==> src/hw/rtl/dnsarw_pkg.sv <==
`timescale 1ns / 1ps
package dnsarw_pkg;

	localparam logic       MODE_BEGIN = 1'b0;
	localparam logic       MODE_BYTE  = 1'b1;
	localparam logic [3:0] HDR_LEN    = 4'd12;
	localparam logic [15:0] A_DATA_LEN = 16'd4;
	localparam logic [15:0] TYPE_A     = 16'd1;
	localparam logic [15:0] BYTE_MAX   = 16'hFFFF;

	typedef struct packed {
		logic        mode;
		logic [7:0]  data_byte;
		logic [15:0] record_count;
	} item_t;

	typedef struct packed {
		logic [15:0] consumed_bytes;
		logic        found_a;
		logic [15:0] a_type;
		logic [15:0] a_class;
		logic [31:0] a_ttl;
		logic [15:0] a_rdlength;
		logic [31:0] a_address;
	} result_t;

endpackage

==> src/hw/rtl/dnsarw_walker.sv <==
`timescale 1ns / 1ps
module dnsarw_walker (
	input  logic                clk,
	input  logic                arst_n,
	input  logic                step,
	input  dnsarw_pkg::item_t   item,
	output logic                emit,
	output dnsarw_pkg::result_t res
);

	logic        active_q, active_d;
	logic [15:0] recs_left_q, recs_left_d;
	logic [3:0]  hoff_q, hoff_d;
	logic [15:0] dleft_q, dleft_d;
	logic [15:0] total_q, total_d;
	logic [15:0] cur_type_q, cur_type_d;
	logic [15:0] cur_class_q, cur_class_d;
	logic [31:0] cur_ttl_q, cur_ttl_d;
	logic [15:0] cur_rdlen_q, cur_rdlen_d;
	logic [31:0] addr_q, addr_d;
	logic [15:0] sv_type_q, sv_type_d;
	logic [15:0] sv_class_q, sv_class_d;
	logic [31:0] sv_ttl_q, sv_ttl_d;
	logic [15:0] sv_rdlen_q, sv_rdlen_d;
	logic [31:0] sv_addr_q, sv_addr_d;
	logic        seen_q, seen_d;

	always_comb begin
		logic end_rec;
		logic [7:0] b;
		end_rec     = 1'b0;
		b           = item.data_byte;
		emit        = 1'b0;
		active_d    = active_q;
		recs_left_d = recs_left_q;
		hoff_d      = hoff_q;
		dleft_d     = dleft_q;
		total_d     = total_q;
		cur_type_d  = cur_type_q;
		cur_class_d = cur_class_q;
		cur_ttl_d   = cur_ttl_q;
		cur_rdlen_d = cur_rdlen_q;
		addr_d      = addr_q;
		sv_type_d   = sv_type_q;
		sv_class_d  = sv_class_q;
		sv_ttl_d    = sv_ttl_q;
		sv_rdlen_d  = sv_rdlen_q;
		sv_addr_d   = sv_addr_q;
		seen_d      = seen_q;
		if (step && item.mode == dnsarw_pkg::MODE_BEGIN) begin
			recs_left_d = item.record_count;
			hoff_d      = '0;
			dleft_d     = '0;
			total_d     = '0;
			addr_d      = '0;
			sv_type_d   = '0;
			sv_class_d  = '0;
			sv_ttl_d    = '0;
			sv_rdlen_d  = '0;
			sv_addr_d   = '0;
			seen_d      = 1'b0;
			active_d    = (item.record_count != 16'd0);
			emit        = (item.record_count == 16'd0);
		end else if (step && active_q) begin
			if (total_q != dnsarw_pkg::BYTE_MAX) begin
				total_d = total_q + 16'd1;
			end
			if (hoff_q < dnsarw_pkg::HDR_LEN) begin
				case (hoff_q)
					4'd2, 4'd3: cur_type_d = {cur_type_q[7:0], b};
					4'd4, 4'd5: cur_class_d = {cur_class_q[7:0], b};
					4'd6, 4'd7, 4'd8, 4'd9: cur_ttl_d = {cur_ttl_q[23:0], b};
					4'd10, 4'd11: cur_rdlen_d = {cur_rdlen_q[7:0], b};
					default: ;
				endcase
				hoff_d = hoff_q + 4'd1;
				if (hoff_d == dnsarw_pkg::HDR_LEN) begin
					if (cur_type_d == dnsarw_pkg::TYPE_A) begin
						seen_d     = 1'b1;
						sv_type_d  = cur_type_d;
						sv_class_d = cur_class_d;
						sv_ttl_d   = cur_ttl_d;
						sv_rdlen_d = cur_rdlen_d;
						sv_addr_d  = '0;
						addr_d     = '0;
						dleft_d    = dnsarw_pkg::A_DATA_LEN;
					end else begin
						dleft_d = cur_rdlen_d;
					end
					end_rec = (dleft_d == 16'd0);
				end
			end else begin
				if (cur_type_q == dnsarw_pkg::TYPE_A) begin
					addr_d = {addr_q[23:0], b};
				end
				dleft_d = dleft_q - 16'd1;
				if (dleft_d == 16'd0) begin
					if (cur_type_q == dnsarw_pkg::TYPE_A) begin
						sv_addr_d = addr_d;
					end
					end_rec = 1'b1;
				end
			end
			if (end_rec) begin
				hoff_d      = '0;
				dleft_d     = '0;
				recs_left_d = recs_left_q - 16'd1;
				if (recs_left_d == 16'd0) begin
					active_d = 1'b0;
					emit     = 1'b1;
				end
			end
		end
		res.consumed_bytes = total_d;
		res.found_a        = seen_d;
		res.a_type         = sv_type_d;
		res.a_class        = sv_class_d;
		res.a_ttl          = sv_ttl_d;
		res.a_rdlength     = sv_rdlen_d;
		res.a_address      = sv_addr_d;
	end

	always_ff @(posedge clk or negedge arst_n) begin
		if (!arst_n) begin
			active_q    <= 1'b0;
			recs_left_q <= '0;
			hoff_q      <= '0;
			dleft_q     <= '0;
			total_q     <= '0;
			cur_type_q  <= '0;
			cur_class_q <= '0;
			cur_ttl_q   <= '0;
			cur_rdlen_q <= '0;
			addr_q      <= '0;
			sv_type_q   <= '0;
			sv_class_q  <= '0;
			sv_ttl_q    <= '0;
			sv_rdlen_q  <= '0;
			sv_addr_q   <= '0;
			seen_q      <= 1'b0;
		end else begin
			active_q    <= active_d;
			recs_left_q <= recs_left_d;
			hoff_q      <= hoff_d;
			dleft_q     <= dleft_d;
			total_q     <= total_d;
			cur_type_q  <= cur_type_d;
			cur_class_q <= cur_class_d;
			cur_ttl_q   <= cur_ttl_d;
			cur_rdlen_q <= cur_rdlen_d;
			addr_q      <= addr_d;
			sv_type_q   <= sv_type_d;
			sv_class_q  <= sv_class_d;
			sv_ttl_q    <= sv_ttl_d;
			sv_rdlen_q  <= sv_rdlen_d;
			sv_addr_q   <= sv_addr_d;
			seen_q      <= seen_d;
		end
	end

endmodule

==> src/hw/rtl/dns_answer_record_walker_core.sv <==
`timescale 1ns / 1ps
// Walks the answer section of a DNS message one byte per request.
// Input channel: item_valid, item_stall and item. A request with mode zero
// starts a section of record_count records; a request with mode one carries
// the next byte of the section. Bytes outside an active section are dropped.
// Output channel: result_valid, result_stall and result. One result leaves
// after the last byte of the last record, or at once for an empty section,
// with the byte count and the fields of the last A record.
// An accepted request is held in the input register while the walker updates the
// record state from it, and the result is then written to the two-entry queue,
// from which the receiver may take it. Throughput is one request per cycle while
// item_stall is low; the walker takes a request whenever the queue has room or
// is being read.
// While the receiver stalls, results wait in the two-entry queue and requests
// are still taken; item_stall rises once the queue is full and the receiver
// still stalls, whether or not the request in the input register would give
// a further result.
// Reset clears the section state, the captured record and the queue.
module dns_answer_record_walker_core (
	input  logic                clk,
	input  logic                arst_n,
	input  logic                item_valid,
	output logic                item_stall,
	input  dnsarw_pkg::item_t   item,
	output logic                result_valid,
	input  logic                result_stall,
	output dnsarw_pkg::result_t result
);

	logic                item_valid_s1;
	dnsarw_pkg::item_t   item_s1;
	logic [1:0]          res_cnt_q;
	dnsarw_pkg::result_t res0_q, res1_q;
	logic                fire, pop, push, emit;
	dnsarw_pkg::result_t res;

	assign pop          = result_valid && !result_stall;
	assign fire         = item_valid_s1 && (res_cnt_q != 2'd2 || pop);
	assign item_stall   = item_valid_s1 && !fire;
	assign push         = fire && emit;
	assign result_valid = (res_cnt_q != 2'd0);
	assign result       = res0_q;

	dnsarw_walker u_walker (
		.clk    (clk),
		.arst_n (arst_n),
		.step   (fire),
		.item   (item_s1),
		.emit   (emit),
		.res    (res)
	);

	always_ff @(posedge clk or negedge arst_n) begin
		if (!arst_n) begin
			item_valid_s1 <= 1'b0;
		end else if (item_valid && !item_stall) begin
			item_valid_s1 <= 1'b1;
		end else if (fire) begin
			item_valid_s1 <= 1'b0;
		end
	end

	always_ff @(posedge clk) begin
		if (item_valid && !item_stall) begin
			item_s1 <= item;
		end
	end

	always_ff @(posedge clk or negedge arst_n) begin
		if (!arst_n) begin
			res_cnt_q <= '0;
		end else if (push && !pop) begin
			res_cnt_q <= res_cnt_q + 2'd1;
		end else if (pop && !push) begin
			res_cnt_q <= res_cnt_q - 2'd1;
		end
	end

	always_ff @(posedge clk) begin
		if (push && pop) begin
			if (res_cnt_q == 2'd1) begin
				res0_q <= res;
			end else begin
				res0_q <= res1_q;
				res1_q <= res;
			end
		end else if (pop) begin
			res0_q <= res1_q;
		end else if (push) begin
			if (res_cnt_q == 2'd0) begin
				res0_q <= res;
			end else begin
				res1_q <= res;
			end
		end
	end

endmodule

==> config.mk <==
export PLATFORM = sky130hd
export DESIGN_NAME = dns_answer_record_walker_core
export DESIGN_NICKNAME = d
export VERILOG_FILES = /design/src/hw/rtl/dnsarw_pkg.sv /design/src/hw/rtl/dnsarw_walker.sv /design/src/hw/rtl/dns_answer_record_walker_core.sv
export SDC_FILE = /design/constraint.sdc
export NUM_CORES = 1
export LEC_CHECK = 0
export ABC_CLOCK_PERIOD_IN_PS = 12950
export BUFFER_PORTS_ARGS = -buffer_cell sky130_fd_sc_hd__buf_4
export CAP_MARGIN = 10
export CORE_MARGIN = 8
export CORE_UTILIZATION = 50
export CTS_BUF_LIST = sky130_fd_sc_hd__clkbuf_8
export CTS_CLUSTER_SIZE = 40
export DETAILED_ROUTE_END_ITERATION = 16
export HOLD_SLACK_MARGIN = 0.15
export PLACE_DENSITY = 0.7
export RECOVER_POWER = 100
export SLEW_MARGIN = 10
export SYNTH_ARGS = -nofsm -noshare
export SYNTH_HDL_FRONTEND = slang
export SYNTH_SLANG_ARGS = --single-unit
==> constraint.sdc <==
create_clock -name clk -period 12.95 [get_ports clk]
set_input_delay 2.59 -clock clk [delete_from_list [all_inputs] [get_ports clk]]
set_output_delay 2.59 -clock clk [all_outputs]
set_load 0.01 [all_outputs]
==> summary.md <==
| Metric | Value |
|---|---|
| Critical path arrival | roughly 9500 ps |
| Post-synthesis mux area share | roughly an eighth |
| Worst rel slew slack | -167% |
| Syn_nets | ~1,900 |
| Cells after Synth | about 1,800 |
| R2R Path Start | u_walker.dleft_q[0]$_DFFE_PN0P_ |
| Slew @ Worst Pin | 4010 ps |
| Bufs on Longest Clock Path | 3 |
| Std-Cell Rows | 80 |
| CTS buffer count | 89 |
| Leak | approximately 0.010 uW |
| Post-DP HPWL | between 30,000 and 40,000 um |
| Setup-violating endpoint count in the final report | 0 |
| Initial core utilization | 50.2% |
| Gpl congestion | roughly 0.85 |
| Failing checks | max-capacitance violations, max-slew violations |
| Xor and xnor area share after synthesis | less than 1% |
| Final Cycle Share | 70.4% |
| Post-Synth Simple-Gate Area | about a tenth |
| DR vias | approximately 15,000 |
| Mean Syn Cell Area | approximately 13 sq um |
| I/O pin cnt | 160 |
| Status | finished, violations left |
| Htree depth | 3 |
| Post-synthesis async set-or-reset flop share | between 40% and 50% |
| Vias in the first global route | 15,856 |
| Critical Path Start | result_stall |
| Share of layout cells above drive strength 1 | around 20% |
| Final critical-path setup slack | approximately 3800 ps |
| Register area share after synthesis | between 60% and 70% |
| Mapped Area | 23,800 sq um |
| PortBufs | ~160 |
| DRC viols | 0 |
| Post-synthesis compound-gate area fraction | around 9.2% |
| Critical path startpoint category | input pin |
| Crit Path Max Fanout | between 40 and 50 |
| Clk pin slew, worst setup/hold paths | roughly 60 ps |
| CTS tree | built |
| Average wire per standard cell | around 21 um |
| Post-synth cell types | 94 |
| Initial antenna violation count | 0 |
| Pwr dens | between 200 and 250 nW/um^2 |
| Number of synthesized flops with an enable pin | around 280 |
| VDD IR max | approximately 0.00011 V |
| Maxcap violations | 17 |
| Power Total | 5630 uW |
| Crit end category | register |
| Synthesized flop and latch total | 556 |
| Synth Warn # | 0 |
| Clk sinks | about 560 |
| Post-CTS Hold Buffers | 0 |
| Die width | 234 um |
| Worst EP required | around 13,000 ps |
| Final Hold Vio Count | 0 |
| Initial drt markers | roughly 1,300 |
| Drt pass-1 iters | 8 |
| Total track usage | 20.4% |
| Worst hold path class | reg2reg |
| Total Nets Final | 2,029 |
| R2R setup slack | 4780 ps |
| Antenna cell count | 0 |
| Area grow syn2layout | 11.8% |
| Core area | around 47,000 sq um |
| Clk_lat worst skew | about 660 ps |
| Adder-Cell Fraction of Synth Area | less than 1% |
| Synth area leaders | edfxtp_1, dfrtp_1, mux2_2, a21oi_1, o21ai_0 |
| DR vias/cell | 5.75 |
| Post-CTS Setup Bufs | 0 |
| Hold Startpoint | u_walker.cur_rdlen_q[14]$_DFFE_PN0P_ |
| RSZ-0062 raised after global routing | no |
| Final setup TNS | 0 ps |
| Primary FF master, synth | edfxtp_1 |
| Yosys top cell area share | a little over a third |
| Die height | about 230 um |
| Max Transition Viols Final | 800 |
| Post-DRT Antenna Nets | 0 |
| Most common cell in the netlist | edfxtp_1 |
| Root buf cell | clkbuf_8 |
| Post-place setup slack | a little under 6000 ps |
| Post-CTS sizing | 0 |
| Largest family of logic cells by synthesized area | multiplexers |
| GRT overflow | 0 |
| First-pass GRT wire length | 88,000 um |
| Crit path time final | roughly 9100 ps |
| Most frequent cells after synthesis | edfxtp_1, dfrtp_1, mux2_2 |
| Die area | 54,800 sq um |
| Largest net degree at the start of global routing | slightly above 80 |
| Total Routed Length | between 50,000 and 60,000 um |
| Clock Skew | approximately 41 ps |
| FMAX | between 100 and 150 MHz |
| Yosys top cell by area | edfxtp_1 |
| Crit path kind | in2reg |
[worst max-delay path, stage by stage]
cell and delay [ps]:
clkbuf_4 110, o21ai_0 380, nand3_1 120, clkbuf_1 420, nor2_1 270, nand4_1 140, a2111o_1 470, a21oi_1 240
ha_1 220, nor2_1 90, nor2_4 70, clkbuf_1 1690, clkbuf_1 2150, mux2_2 490
[placed cells by master, fill, tap and decap left out, types with 7 or more instances in the layout]
cell / netlist / final
xnor2_1: 15 / 15
or3_1: 8 / 8
o22ai_1: 8 / 7
nand3_1: 83 / 83
inv_1: 24 / 53
ha_1: 14 / 14
nand2_1: 143 / 143
o31ai_1: 17 / 18
nand4_1: 9 / 9
clkinv_1: 0 / 15
nor2_1: 103 / 102
a31oi_1: 14 / 14
and3_1: 9 / 9
mux2i_1: 39 / 39
buf_4: 3 / 17
mux2_2: 216 / 212
o21ai_0: 108 / 139
clkinv_2: 0 / 11
edfxtp_1: 283 / 283
clkbuf_8: 3 / 99
clkbuf_1: 87 / 148
nor3_1: 23 / 23
a21oi_1: 119 / 123
dfrtp_1: 273 / 273
nor4_1: 21 / 21
a2bb2oi_1: 10 / 10
clkbuf_4: 0 / 23
and2_0: 1 / 18
[kinds of logic after synthesis]
family          after synthesis
buf+inv                     151
flops                       556
simple gates                474
fa+ha+maj                    14
mux                         256
compound gates              363
xor+xnor                     20
[layer usage]
layer | vias up | GRT usage (%) | wire (um)
met1 | 7835 | 27.4 | 24500
met4 | 0 | 6.21 | 954
met3 | 73 | 3.96 | 3090
li1 | 7077 | - | -
met5 | - | 0 | 0
met2 | 414 | 33.2 | 27100
[state kept, by name, indices dropped and copies added (netlist names), 2 cells and up]
| register | count |
|---|---|
| u_walker.sv_class_q | 16 |
| u_walker.sv_ttl_q | 32 |
| u_walker.sv_type_q | 16 |
| u_walker.sv_rdlen_q | 16 |
| u_walker.cur_rdlen_q | 16 |
| u_walker.cur_class_q | 16 |
| u_walker.cur_type_q | 16 |
| u_walker.addr_q | 24 |
| item_s1 | 25 |
| u_walker.recs_left_q | 16 |
| result | 129 |
| u_walker.hoff_q | 4 |
| res1_q | 129 |
| res_cnt_q | 2 |
| u_walker.sv_addr_q | 32 |
| u_walker.total_q | 16 |
| u_walker.cur_ttl_q | 32 |
| u_walker.dleft_q | 16 |
[path summary, 6_finish.rpt]
path,end,cells after the start
min in group asynchronous,u_walker.addr_q[13]$_DFFE_PN0P_,1
hold / removal,u_walker.cur_rdlen_q[14]$_DFFE_PN0P_,2
setup reg to reg,result[58]$_DFFE_PP_,14
setup / recovery,result[58]$_DFFE_PP_,14
max in group asynchronous,u_walker.cur_ttl_q[14]$_DFFE_PN0P_,3
hold reg to reg,u_walker.cur_rdlen_q[14]$_DFFE_PN0P_,2
[layout make-up]
type	instances	area [sq um]
well taps	615	769
inverters	24	90.1
repair buffers	188	856
fillers	3986	20800
clock buffers	99	1360
flip-flops and latches	556	15300
multi-input cells	1127	7740
clock inverters	67	434
[through the flow]
stage / instances / hold slack [ps] / instance area (sq um) / util, %
after CTS: 2675 / 501 / 27200 / 57.5
after global placement: 2509 / 466 / 25400 / 53.7
after floorplan: 1834 / 449 / 23800 / -
after detailed placement: 2509 / 488 / 25400 / 53.7
final: 2676 / 498 / 26600 / 56.1
after global routing: 2676 / 517 / 26600 / 56.1
[power by group]
part / internal, uW / total [uW] / switching, uW / leakage, uW
clock network: 806 / 1500 / 691 / 0.00102
logic: 581 / 1520 / 944 / 0.00301
registers: 2330 / 2610 / 276 / 0.00643
Note: power is estimated with default switching activity, not from simulation.
